$ cat src/hw/rtl/cbt_pkg.sv
// ----------------------------------------------------------------------------
// cbt_pkg
// shared types, constants and width helpers for the bezier time evaluator
// ----------------------------------------------------------------------------
package cbt_pkg;

    localparam int COMPONENTS_DEF    = 4;
    localparam int FRACTION_BITS_DEF = 16;

    localparam int COMP_W     = 16;
    localparam int TIME_W     = 32;
    localparam int POINT_W    = 64;
    localparam int NUM_POINTS = 4;
    localparam int CFG_IDX_W  = 3;

    typedef logic [CFG_IDX_W-1:0] cfg_index_t;

    localparam cfg_index_t REG_POINT_START  = 3'd0;
    localparam cfg_index_t REG_POINT_CTRL_A = 3'd1;
    localparam cfg_index_t REG_POINT_CTRL_B = 3'd2;
    localparam cfg_index_t REG_POINT_END    = 3'd3;
    localparam cfg_index_t REG_TOTAL_TIME   = 3'd4;

    // multiplier sequence: two squares and four weight products, then the component products
    typedef logic [4:0] step_t;

    localparam step_t STEP_U2  = 5'd0;
    localparam step_t STEP_T2  = 5'd1;
    localparam step_t STEP_W0  = 5'd2;
    localparam step_t STEP_W1  = 5'd3;
    localparam step_t STEP_W2  = 5'd4;
    localparam step_t STEP_W3  = 5'd5;
    localparam step_t STEP_MAC = 5'd6;

    typedef enum logic [1:0]
    {
        ST_IDLE,
        ST_DIV,
        ST_MUL,
        ST_FIN
    } state_t;

    // signed operand widths of the shared multiplier
    function automatic int mul_a_w(input int frac_bits);
        int w;
        begin
            w = (frac_bits + 2 > COMP_W) ? frac_bits + 2 : COMP_W;
            return w + 1;
        end
    endfunction

    function automatic int mul_b_w(input int frac_bits);
        begin
            return frac_bits + 2;
        end
    endfunction

endpackage

$ cat src/hw/rtl/cbt_div.sv
// ----------------------------------------------------------------------------
// cbt_div
// restoring divider, one quotient bit per cycle, gives elapsed/total as a
// fraction; saturates to one when elapsed reaches total or total is zero
// ----------------------------------------------------------------------------
module cbt_div
    import cbt_pkg::*;
#(
    parameter int FRACTION_BITS = FRACTION_BITS_DEF
)
(
    input  logic                     clk,
    input  logic                     rst_n,
    input  logic                     start,
    input  logic [TIME_W-1:0]        dividend,
    input  logic [TIME_W-1:0]        divisor,
    output logic                     done,
    output logic [FRACTION_BITS:0]   quot
);

    localparam int CW = $clog2(FRACTION_BITS + 1);
    localparam logic [FRACTION_BITS:0] ONE = {1'b1, {FRACTION_BITS{1'b0}}};

    logic [TIME_W-1:0]      rem_reg;
    logic [FRACTION_BITS:0] quot_reg;
    logic [CW-1:0]          cnt_reg;
    logic                   busy_reg;
    logic                   done_reg;

    logic [TIME_W:0]        rem_dbl;
    logic [TIME_W:0]        rem_sub;
    logic                   fit;
    logic                   special;

    always_comb
    begin
        rem_dbl = {rem_reg, 1'b0};
        rem_sub = rem_dbl - {1'b0, divisor};
        fit     = rem_dbl >= {1'b0, divisor};
        special = (divisor == '0) || (dividend >= divisor);
    end

    always_ff @(posedge clk or negedge rst_n)
    begin
        if (!rst_n)
        begin
            busy_reg <= 1'b0;
            done_reg <= 1'b0;
            cnt_reg  <= '0;
        end
        else
        begin
            done_reg <= 1'b0;
            if (start)
            begin
                if (special)
                begin
                    done_reg <= 1'b1;
                end
                else
                begin
                    busy_reg <= 1'b1;
                    cnt_reg  <= CW'(FRACTION_BITS);
                end
            end
            else if (busy_reg)
            begin
                cnt_reg <= cnt_reg - CW'(1);
                if (cnt_reg == CW'(1))
                begin
                    busy_reg <= 1'b0;
                    done_reg <= 1'b1;
                end
            end
        end
    end

    always_ff @(posedge clk)
    begin
        if (start)
        begin
            rem_reg  <= dividend;
            quot_reg <= special ? ONE : '0;
        end
        else if (busy_reg)
        begin
            rem_reg  <= fit ? rem_sub[TIME_W-1:0] : rem_dbl[TIME_W-1:0];
            quot_reg <= {quot_reg[FRACTION_BITS-1:0], fit};
        end
    end

    assign done = done_reg;
    assign quot = quot_reg;

endmodule

$ cat src/hw/rtl/cbt_mul.sv
// ----------------------------------------------------------------------------
// cbt_mul
// shared signed multiplier with a registered product
// ----------------------------------------------------------------------------
module cbt_mul
    import cbt_pkg::*;
#(
    parameter int FRACTION_BITS = FRACTION_BITS_DEF
)
(
    input  logic                                                          clk,
    input  logic                                                          en,
    input  logic signed [mul_a_w(FRACTION_BITS)-1:0]                      a,
    input  logic signed [mul_b_w(FRACTION_BITS)-1:0]                      b,
    output logic signed [mul_a_w(FRACTION_BITS)+mul_b_w(FRACTION_BITS)-1:0] prod
);

    localparam int PW = mul_a_w(FRACTION_BITS) + mul_b_w(FRACTION_BITS);

    logic signed [PW-1:0] prod_reg;

    always_ff @(posedge clk)
    begin
        if (en)
        begin
            prod_reg <= a * b;
        end
    end

    assign prod = prod_reg;

endmodule

$ cat src/hw/rtl/cubic_bezier_time_evaluator.sv
// ----------------------------------------------------------------------------
// cubic_bezier_time_evaluator: bit-serial divider, one multiplier; the bit-serial divide is skipped
// when elapsed reaches total
// one item at a time; the input is free again once the result is in the output register
// async reset: elapsed time 0, total time 65536, control points 0, output empty
// ----------------------------------------------------------------------------
module cubic_bezier_time_evaluator
    import cbt_pkg::*;
#(
    parameter int COMPONENTS    = COMPONENTS_DEF,
    parameter int FRACTION_BITS = FRACTION_BITS_DEF
)
(
    input  logic                     clk,
    input  logic                     rst_n,

    input  logic                     in_valid,
    output logic                     in_stall,
    input  logic                     action,
    input  logic [TIME_W-1:0]        delta_time,

    output logic                     out_valid,
    input  logic                     out_stall,
    output logic signed [COMP_W-1:0] comp_x,
    output logic signed [COMP_W-1:0] comp_y,
    output logic signed [COMP_W-1:0] comp_z,
    output logic signed [COMP_W-1:0] comp_w,
    output logic                     at_end,

    input  logic                     cfg_valid,
    output logic                     cfg_ready,
    input  logic [CFG_IDX_W-1:0]     cfg_index,
    input  logic [POINT_W-1:0]       cfg_data
);

    localparam int F     = FRACTION_BITS;
    localparam int WW    = F + 1;
    localparam int AW    = mul_a_w(F);
    localparam int BW    = mul_b_w(F);
    localparam int PW    = AW + BW;
    localparam int ACW   = COMP_W + F + 3;
    localparam int NSTEP = 6 + 4 * COMPONENTS;

    localparam step_t               STEP_END  = step_t'(NSTEP);
    localparam step_t               STEP_LAST = step_t'(NSTEP - 1);
    localparam logic [WW-1:0]       ONE       = {1'b1, {F{1'b0}}};
    localparam logic [PW-1:0]       HALF_P    = PW'(1) << (F - 1);
    localparam logic signed [ACW-1:0] HALF_A  = ACW'(1) << (F - 1);
    localparam logic signed [ACW-1:0] SAT_MAX = ACW'(32767);
    localparam logic signed [ACW-1:0] SAT_MIN = -ACW'(32768);

    state_t                   state_reg;
    state_t                   state_next;

    logic [POINT_W-1:0]       point_reg [NUM_POINTS];
    logic [TIME_W-1:0]        total_reg;
    logic [TIME_W-1:0]        elapsed_reg;
    logic                     end_reg;

    logic [WW-1:0]            t_reg;
    logic [WW-1:0]            u_reg;
    logic [WW-1:0]            u2_reg;
    logic [WW-1:0]            t2_reg;
    logic [WW-1:0]            w_reg [NUM_POINTS];

    step_t                    step_reg;
    step_t                    wb_step_reg;
    logic                     wb_pend_reg;
    logic signed [ACW-1:0]    acc_reg;
    logic signed [COMP_W-1:0] comp_reg [NUM_POINTS];

    logic                     out_valid_reg;
    logic signed [COMP_W-1:0] out_comp_reg [NUM_POINTS];
    logic                     out_end_reg;

    logic                     in_acc;
    logic [TIME_W:0]          sum_ext;
    logic                     fits;
    logic [TIME_W-1:0]        elapsed_new;
    logic                     div_done;
    logic [WW-1:0]            div_quot;

    logic                     issue;
    logic                     load;
    step_t                    mstep_i;
    step_t                    mstep_w;
    logic [1:0]               k_i;
    logic [1:0]               c_i;
    logic [1:0]               k_w;
    logic [1:0]               c_w;
    logic [POINT_W-1:0]       pt_sel;
    logic signed [COMP_W-1:0] pcomp;
    logic [AW-1:0]            a_raw;
    logic [BW-1:0]            b_raw;
    logic signed [PW-1:0]     prod;
    logic [PW-1:0]            rsum;
    logic [WW-1:0]            wval;
    logic signed [ACW-1:0]    prod_ext;
    logic signed [ACW-1:0]    acc_sum;
    logic signed [ACW-1:0]    acc_rnd;
    logic signed [ACW-1:0]    acc_shr;
    logic signed [COMP_W-1:0] comp_sat;

    // time update
    always_comb
    begin
        in_acc      = in_valid && !in_stall;
        sum_ext     = {1'b0, elapsed_reg} + {1'b0, delta_time};
        fits        = sum_ext <= {1'b0, total_reg};
        elapsed_new = action ? '0 : (fits ? sum_ext[TIME_W-1:0] : elapsed_reg);
    end

    cbt_div
    #(
        .FRACTION_BITS (FRACTION_BITS)
    )
    u_div
    (
        .clk      (clk),
        .rst_n    (rst_n),
        .start    (in_acc),
        .dividend (elapsed_new),
        .divisor  (total_reg),
        .done     (div_done),
        .quot     (div_quot)
    );

    // sequencer
    always_ff @(posedge clk or negedge rst_n)
    begin
        if (!rst_n)
        begin
            state_reg <= ST_IDLE;
        end
        else
        begin
            state_reg <= state_next;
        end
    end

    always_comb
    begin
        state_next = state_reg;
        issue      = 1'b0;
        load       = 1'b0;
        case (state_reg)
            ST_IDLE:
            begin
                if (in_acc)
                begin
                    state_next = ST_DIV;
                end
            end
            ST_DIV:
            begin
                if (div_done)
                begin
                    state_next = ST_MUL;
                end
            end
            ST_MUL:
            begin
                issue = step_reg != STEP_END;
                if (wb_pend_reg && (wb_step_reg == STEP_LAST))
                begin
                    state_next = ST_FIN;
                end
            end
            ST_FIN:
            begin
                load = !out_valid_reg || !out_stall;
                if (load)
                begin
                    state_next = ST_IDLE;
                end
            end
            default:
            begin
                state_next = ST_IDLE;
            end
        endcase
    end

    always_ff @(posedge clk or negedge rst_n)
    begin
        if (!rst_n)
        begin
            step_reg    <= STEP_U2;
            wb_pend_reg <= 1'b0;
        end
        else
        begin
            wb_pend_reg <= issue;
            if ((state_reg == ST_DIV) && div_done)
            begin
                step_reg <= STEP_U2;
            end
            else if (issue)
            begin
                step_reg <= step_reg + step_t'(1);
            end
        end
    end

    // operand select for the shared multiplier
    always_comb
    begin
        mstep_i = step_reg - STEP_MAC;
        k_i     = mstep_i[1:0];
        c_i     = mstep_i[3:2];
        pt_sel  = point_reg[k_i];
        pcomp   = $signed(pt_sel[{c_i, 4'b0000} +: COMP_W]);
        case (step_reg)
            STEP_U2:
            begin
                a_raw = AW'(u_reg);
                b_raw = BW'(u_reg);
            end
            STEP_T2:
            begin
                a_raw = AW'(t_reg);
                b_raw = BW'(t_reg);
            end
            STEP_W0:
            begin
                a_raw = AW'(u2_reg);
                b_raw = BW'(u_reg);
            end
            STEP_W1:
            begin
                a_raw = AW'(u2_reg) + (AW'(u2_reg) << 1);
                b_raw = BW'(t_reg);
            end
            STEP_W2:
            begin
                a_raw = AW'(u_reg) + (AW'(u_reg) << 1);
                b_raw = BW'(t2_reg);
            end
            STEP_W3:
            begin
                a_raw = AW'(t2_reg);
                b_raw = BW'(t_reg);
            end
            default:
            begin
                a_raw = AW'(pcomp);
                b_raw = BW'(w_reg[k_i]);
            end
        endcase
    end

    cbt_mul
    #(
        .FRACTION_BITS (FRACTION_BITS)
    )
    u_mul
    (
        .clk  (clk),
        .en   (issue),
        .a    ($signed(a_raw)),
        .b    ($signed(b_raw)),
        .prod (prod)
    );

    // product write-back: rounding of weights, accumulation and saturation
    always_comb
    begin
        mstep_w  = wb_step_reg - STEP_MAC;
        k_w      = mstep_w[1:0];
        c_w      = mstep_w[3:2];
        rsum     = prod + HALF_P;
        wval     = rsum[F +: WW];
        prod_ext = ACW'(prod);
        acc_sum  = ((k_w == 2'd0) ? '0 : acc_reg) + prod_ext;
        acc_rnd  = acc_sum + HALF_A;
        acc_shr  = acc_rnd >>> F;
        if (acc_shr > SAT_MAX)
        begin
            comp_sat = 16'sh7FFF;
        end
        else if (acc_shr < SAT_MIN)
        begin
            comp_sat = 16'sh8000;
        end
        else
        begin
            comp_sat = COMP_W'(acc_shr);
        end
    end

    always_ff @(posedge clk)
    begin
        wb_step_reg <= step_reg;
        if (in_acc)
        begin
            end_reg <= !action && !fits;
        end
        if ((state_reg == ST_DIV) && div_done)
        begin
            t_reg <= div_quot;
            u_reg <= ONE - div_quot;
        end
        if (wb_pend_reg)
        begin
            case (wb_step_reg)
                STEP_U2: u2_reg   <= wval;
                STEP_T2: t2_reg   <= wval;
                STEP_W0: w_reg[0] <= wval;
                STEP_W1: w_reg[1] <= wval;
                STEP_W2: w_reg[2] <= wval;
                STEP_W3: w_reg[3] <= wval;
                default:
                begin
                    acc_reg <= acc_sum;
                    if (k_w == 2'd3)
                    begin
                        comp_reg[c_w] <= comp_sat;
                    end
                end
            endcase
        end
        if (load)
        begin
            out_end_reg <= end_reg;
            for (int i = 0; i < NUM_POINTS; i++)
            begin
                out_comp_reg[i] <= (i < COMPONENTS) ? comp_reg[i] : '0;
            end
        end
    end

    // elapsed time and configuration
    always_ff @(posedge clk or negedge rst_n)
    begin
        if (!rst_n)
        begin
            elapsed_reg <= '0;
            total_reg   <= TIME_W'(65536);
            for (int i = 0; i < NUM_POINTS; i++)
            begin
                point_reg[i] <= '0;
            end
        end
        else
        begin
            if (in_acc)
            begin
                elapsed_reg <= elapsed_new;
            end
            if (cfg_valid && cfg_ready)
            begin
                case (cfg_index)
                    REG_POINT_START:  point_reg[0] <= cfg_data;
                    REG_POINT_CTRL_A: point_reg[1] <= cfg_data;
                    REG_POINT_CTRL_B: point_reg[2] <= cfg_data;
                    REG_POINT_END:    point_reg[3] <= cfg_data;
                    REG_TOTAL_TIME:   total_reg    <= cfg_data[TIME_W-1:0];
                    default:
                    begin
                    end
                endcase
            end
        end
    end

    // output register
    always_ff @(posedge clk or negedge rst_n)
    begin
        if (!rst_n)
        begin
            out_valid_reg <= 1'b0;
        end
        else
        begin
            out_valid_reg <= (out_valid_reg && out_stall) || load;
        end
    end

    assign in_stall  = state_reg != ST_IDLE;
    assign cfg_ready = 1'b1;
    assign out_valid = out_valid_reg;
    assign comp_x    = out_comp_reg[0];
    assign comp_y    = out_comp_reg[1];
    assign comp_z    = out_comp_reg[2];
    assign comp_w    = out_comp_reg[3];
    assign at_end    = out_end_reg;

endmodule

$ cat config.mk
export PLATFORM = sky130hd
export DESIGN_NAME = cubic_bezier_time_evaluator
export DESIGN_NICKNAME = d
export VERILOG_FILES = /design/src/hw/rtl/cbt_pkg.sv /design/src/hw/rtl/cbt_div.sv /design/src/hw/rtl/cbt_mul.sv /design/src/hw/rtl/cubic_bezier_time_evaluator.sv
export SDC_FILE = /design/constraint.sdc
export NUM_CORES = 2
export LEC_CHECK = 0
export BUFFER_PORTS_ARGS = -buffer_cell sky130_fd_sc_hd__buf_2
export CORE_ASPECT_RATIO = 1.1
export CORE_MARGIN = 2
export CORE_UTILIZATION = 60
export DETAILED_ROUTE_END_ITERATION = 6
export PLACE_DENSITY = 0.76
export SETUP_SLACK_MARGIN = 0.15
export SYNTH_ARGS = -nofsm -noshare
export SYNTH_HDL_FRONTEND = slang
export SYNTH_SLANG_ARGS = --single-unit
$ cat constraint.sdc
create_clock -name clk -period 17.6 [get_ports clk]
set_clock_uncertainty 0.15 [all_clocks]
set_input_delay 3.52 -clock clk [delete_from_list [all_inputs] [get_ports clk]]
set_output_delay 3.52 -clock clk [all_outputs]
set_load 0.05 [all_outputs]
* Word level (Yosys, flattened, before mapping)
Memory sizes are Yosys's and may differ from the RTL's. Index checks and enable logic that the tools add are counted.
Storage, ports and cells: memory bits (writable) 196, output and inout bits 68, bits in registers 530, input bits 105, logic and storage cells 176, memories kept 3
Operators by class: bitwise gates (word level) 2, $mul 1, shift operators 1, order comparisons 6, equal/unequal tests 26, muxes and demuxes 63, $add $sub $neg 12, reduce and logical (&&, ||, !) cells 38
Memories:
- w_reg | depth 4, width 17, rd ports 1, clocked after memory_dff 0, write ports 1, line cubic_bezier_time_evaluator.sv:64 | logic [WW-1:0] w_reg [NUM_POINTS];
- comp_reg | depth 4, width 16, rd ports 4, clocked after memory_dff 0, write ports 1, line cubic_bezier_time_evaluator.sv:70 | logic signed [COMP_W-1:0] comp_reg [NUM_POINTS];
- out_comp_reg | depth 4, width 16, rd ports 4, clocked after memory_dff 0, write ports 4, line cubic_bezier_time_evaluator.sv:73 | logic signed [COMP_W-1:0] out_comp_reg [NUM_POINTS];
Operators with widths (count):
- 32-bit 2-to-1 mux | 5
- 64-bit binary-select mux with 2-bit select | 1
- 64-bit 2-to-1 mux | 2
- 19-bit case mux with 6 select lines | 1
- 17-bit 2-to-1 mux | 6
- 64-bit by 7-bit indexed part select with 16-bit output | 1
- 17-bit case mux with 3 select lines | 1
- 17-bit OR reduction | 3
- 17-bit by 18-bit adder with 19-bit output | 2
- 35-bit by 17-bit adder with 35-bit output (second input constant) | 1
- 35-bit adder | 1
- 19-bit by 18-bit multiplier with 35-bit output | 1
- 35-bit 2-to-1 mux | 1
- 32-bit by 32-bit adder with 33-bit output | 1
- 33-bit by 16-bit adder with 33-bit output (second input constant) | 1
- 33-bit by 32-bit >= comparator with 1-bit output | 1
- 33-bit by 32-bit <= comparator with 1-bit output | 1
- 32-bit >= comparator | 1
- 32-bit logical NOT | 1
- 16-bit 2-to-1 mux | 2
- 32-bit subtractor | 1
- 1-bit 2-to-1 mux | 31
- 5-bit 2-to-1 mux | 5
- 5-bit by 2-bit == test with 1-bit output (second input constant) | 4
- other kinds (34) | 74

* Longest topological paths before layout
depth after elaboration 8, mapped depth 43, depth with buffers taken out 40

* Cells and area by module
Synthesis repeated with hierarchy kept, for this count alone.
Second synthesis, totals: cells, all modules 4597, area, all modules 52160.0 sq um
By module, submodules not included:
- cubic_bezier_time_evaluator | instances 1, cells each 2533, area each 32770.2 sq um, sequential area each 17342.9 sq um
- cbt_mul | instances 1, cells each 1460, area each 13904.6 sq um, sequential area each 1111.1 sq um
- cbt_div | instances 1, cells each 604, area each 5485.3 sq um, sequential area each 1646.6 sq um

* Least setup slack after synthesis
No wires, ideal clock.
path type input-to-reg, start in delta_time[0], end reg u_div.cnt_reg[0], path slack 6622 ps, cell stages on the path 41, data arrival time 10630 ps, required time 17252 ps, library setup time 198 ps, path buffers 2, cell sequence ha_1 -> inv_1 -> fa_1 -> nor2b_1 -> o21a_1 -> o21ai_1 -> a211oi_1 -> o221a_2 -> o41a_1 -> nor2_1 -> xnor2_1 -> ha_1 -> a21o_1 -> a21o_1 -> a21o_1 -> a21o_1 -> a21o_1 -> a221o_1 -> [... 5 more ...] -> buf_2 -> nor2_1 -> a21oi_1 -> or2_2 -> ha_1 -> nand2b_1 -> a21o_1 -> a21o_1 -> a21o_1 -> a21o_1 -> a21o_1 -> a21o_1 -> a21oi_1 -> o211ai_1 -> nand3_1 -> a21oi_1 -> o21ai_0 -> a31oi_1
On the way: longest elaborated chain between the ends 8
Ends and longest elaborated chain:
- from (decl) | line cubic_bezier_time_evaluator.sv:20 | input logic [TIME_W-1:0] delta_time,
- 32-bit by 32-bit adder with 33-bit output (*) | line cubic_bezier_time_evaluator.sv:108 | sum_ext = {1'b0, elapsed_reg} + {1'b0, delta_time};
- 33-bit by 32-bit <= comparator with 1-bit output | line cubic_bezier_time_evaluator.sv:109 | fits = sum_ext <= {1'b0, total_reg};
- 32-bit 2-to-1 mux (*) (2 in series) | line cubic_bezier_time_evaluator.sv:110 | elapsed_new = action ? '0 : (fits ? sum_ext[TIME_W-1:0] : elapsed_reg);
- 32-bit >= comparator (*) | line cbt_div.sv:40 | special = (divisor == '0) || (dividend >= divisor);
- 1-bit logical OR (*) | line cbt_div.sv:40
- 2-bit != test (no source line) (*)
- 2-bit AND reduction (no source line) (*)
- to (signal assigned) | line cbt_div.sv:63 | cnt_reg <= CW'(FRACTION_BITS);
- to (signal assigned) | line cbt_div.sv:68 | cnt_reg <= cnt_reg - CW'(1);
- to (decl) | line cbt_div.sv:26 | logic [CW-1:0] cnt_reg;
Every way passes the cells marked *; elsewhere a longest branch is shown, timed or not. A chain may end at the register's enable or synchronous reset.

* Worst setup path in the final report
start in delta_time[1], end reg u_div.done_reg, in the netlist u_div.done
On the way: longest elaborated chain between the ends 8
Ends and longest elaborated chain:
- 32-bit by 32-bit adder with 33-bit output (*) | line cubic_bezier_time_evaluator.sv:108
- 33-bit by 32-bit <= comparator with 1-bit output | line cubic_bezier_time_evaluator.sv:109
- 32-bit 2-to-1 mux (*) (2 in series) | line cubic_bezier_time_evaluator.sv:110
- via elapsed_new[17] | line cubic_bezier_time_evaluator.sv:79 | logic [TIME_W-1:0] elapsed_new;
- 32-bit >= comparator (*) | line cbt_div.sv:40
- 1-bit logical OR (*) | line cbt_div.sv:40
- 1-bit 2-to-1 mux (*) | line cbt_div.sv:56 | if (special)
- 1-bit 2-to-1 mux (*) | line cbt_div.sv:54 | if (start)
- to (signal assigned) | line cbt_div.sv:48 | done_reg <= 1'b0;
- to (signal assigned) | line cbt_div.sv:53 | done_reg <= 1'b0;
- to (signal assigned) | line cbt_div.sv:58 | done_reg <= 1'b1;
- to (decl) | line cbt_div.sv:28 | logic done_reg;
Mark *: on every way through the listed nets, which the timed path passes. The rest lies on a longest branch.

==> summary.txt <==
Min path
  • Hold Crit Class: register to register
  • Hold Path Origin: comp_reg[3][0]
  • Hold depth: 0
  • Worst Hold Path EP: out_comp_reg[3][0]

Floorplan
  • Num ports: 173
  • Die height: 307 um
  • Core area: 0.0831 sq mm
  • Die area: 0.0858 sq mm
  • Die width: 280 um
  • # rows: 111
  • Initial Util: 60.3%

Global routing
  • Gr usage total: 29.8%
  • Total gr overflow: 0
  • Initial antenna violation count: 12
  • Largest net degree at the start of global routing: 163
  • Global-route wire length before repair: 198000 um
  • Vias in the first global route: 35992

STA
  • Setup TNS: 0 ns
  • RSZ-0062 raised after global routing: false
  • Setup violators final: 0
  • Fmax: 0.0857 GHz
  • Final Critical Period: 11.66 ns
  • Slew HR: 18.8%
  • Period utilization: 66.3%
  • Final Hold Viols: 0
  • Final Max Tran Viols: 0
  • Slew @ Worst Pin: 1.22 ns

Clock tree
  • Bufs on Longest Clock Path: 3
  • Post-cts repair resize count: 0
  • Clock slew at reported path FFs: 0.06 ns
  • CTS tree: done
  • Skew-Pair Late Insertion Delay: 0.64 ns
  • Post-CTS Setup Inserts: 0
  • CTS H-tree depth: 3
  • Root buf cell: clkbuf_16
  • Clk sinks: 725
  • Cts bufs inserted: 76
  • Post-CTS Hold Buffers: 0

Placement
  • GPL Wtd Cong: 0.945
  • Port buffer count: 171
  • Dpl hpwl: 91700 um

Yosys
  • Post-synth EDFFs: 384
  • Largest area contributor in the netlist: edfxtp_1
  • Yosys top cell area share: 23.0%
  • Sequential element share of the synthesized area: 40.0%
  • Synth Area in Adders: 20.2%
  • Synth Area in Simple Gates: 10.3%
  • Synthesized flop and latch total: 725
  • Main combinational cell family by area after synthesis: adder cells
  • Area of the mapped netlist: 0.0501 sq mm
  • Top_reg_cell synth: edfxtp_1
  • Mux share of post-synthesis cell area: 11.3%
  • Cell count after synthesis: 4418
  • Synth area leaders: edfxtp_1 23%, dfrtp_1 17%, fa_1 13%, ha_1 7.5%, mux2_2 6.0%
  • Syn nets: 5141
  • Syn avg cell area: 11.3 sq um
  • Synthesis warning total: 0
  • Async SR Flop Fraction: 46.3%
  • Distinct cells, synth: 99
  • Post-Synth XOR/XNOR Area: 3.25%
  • Complex-gate fraction of the synthesized area: 9.70%

Run status
  • Outcome: finished, final reports clean

Final layout
  • Nets: 5295
  • Commonest non-fill, non-tap cell in the layout: inv_1
  • Max reg flops: 256
  • Share of cells above drive strength 1: 18.2%
  • Fillers: 6246
  • Storage element area: 0.0200 sq mm
  • Area of the multi-input gates: 0.0276 sq mm
  • Area Growth Syn to Fin: 9.75%
  • Most frequent cells in the layout: 529 x inv_1, 384 x edfxtp_1, 379 x nor2_1, 333 x dfrtp_1, 319 x fa_1

Setup path
  • Crit. End Element: register
  • Critical R2R Launch: step_reg[1]
  • CP dominant cell by count: a21o_1
  • Top Family by Delay on Critical Path: compound AO/OA/AOI/OAI gates
  • Slowest stage delay, CP: 0.70 ns
  • Crit Path Category: primary input to register
  • Arrival time worst endpoint: 11.96 ns
  • Crit-path slowest cell: a2111oi_0
  • Crit path max fanout: 60
  • Flop2flop setup slack: 6.44 ns
  • Cell count of the worst reg-to-reg path: 33
  • Crit start category: primary input
  • CP required: 17.90 ns
  • CP bufs+invs: 2
  • Worst r2r dst: u_mul.prod[34]

Detailed routing
  • Post-Route WL: 125000 um
  • Pre-antenna DRT Iters: 7
  • 1st-iter DRT viols: 3092
  • Antenna Violating Nets Remaining: 0
  • Wire per inst: 21.9 um
  • Drt drc: 0
  • Vias per cell: 6.10
  • Via count: 34829

Flow run
  • Max cap viols: 0
cells in the mapped netlist (all sizes together) (62+ instances only):
cell type / instances
nand2: 219
xnor2: 130
o21ai: 171
edfxtp: 384
mux4: 95
clkbuf: 129
and2: 64
mux2: 267
dfrtp: 335
inv: 530
fa: 319
nand2b: 80
a21oi: 157
nand3: 62
nor2: 385
a21o: 80
ha: 299
metrics by stage:
stage | utilization (%) | hold WS (ns) | worst slack, ns | instances | cell area (sq um)
2_1_floorplan | - | 0.195 | 6.62 | 4418 | 50100
3_3_place_gp | 63.0 | 0.251 | 5.63 | 5567 | 52400
3_5_place_dp | 63.0 | 0.255 | 5.38 | 5567 | 52400
4_1_cts | 66.2 | 0.265 | 6.02 | 5709 | 55000
5_1_grt | 66.2 | 0.271 | 5.39 | 5709 | 55000
6_report | 66.2 | 0.262 | 5.94 | 5710 | 55000
per-layer routing:
metal  GRT usage (%)  up-vias  part of all wire [%]
li1                -    15735                     -
met1            36.9    17413                    38
met2            51.6     1304                    50
met3            4.41      353                   6.5
met4            14.1       24                   5.2
met5               0        -                  0.13
kinds of logic (layout without fill, tap and decap cells):
| kind of cell | after synthesis | count (layout) |
|---|---|---|
| AOI/OAI and AO/OA | 714 | 714 |
| and+or+nand+nor | 1074 | 1074 |
| muxes | 413 | 413 |
| adders and majority gates | 618 | 618 |
| other | 1 | 2 |
| xor gates and xnor gates | 186 | 186 |
| buffers and inverters | 687 | 905 |
| DFF | 725 | 725 |
how the worst max path moves through the flow:
| stage | start | endpoint | slack [ns] | depth (start not counted) |
|---|---|---|---|---|
| 6_report | delta_time[1] | u_div.done | 5.94 | 40 |
| 2_1_floorplan | delta_time[0] | u_div.cnt_reg[0] | 6.62 | 41 |
| 3_5_place_dp | delta_time[1] | u_div.done | 5.38 | 40 |
| 3_3_place_gp | delta_time[1] | u_div.done | 5.63 | 40 |
| 4_1_cts | delta_time[1] | u_div.done | 6.02 | 40 |
| 5_1_grt | delta_time[1] | u_div.done | 5.39 | 40 |
final cells by class:
cell class              count  share of cell area (%)
clock inverters            40                   0.931
clock buffers             102                    3.86
flip-flops and latches    725                    36.5
well taps                1073                    2.44
repair buffers            233                    2.44
inverters                 530                    3.62
multi-input cells        3006                    50.2
diodes                      1                 0.00455
Power is not shown: default switching activity piles up to over one toggle a cycle in this logic, so the estimate is an artifact.
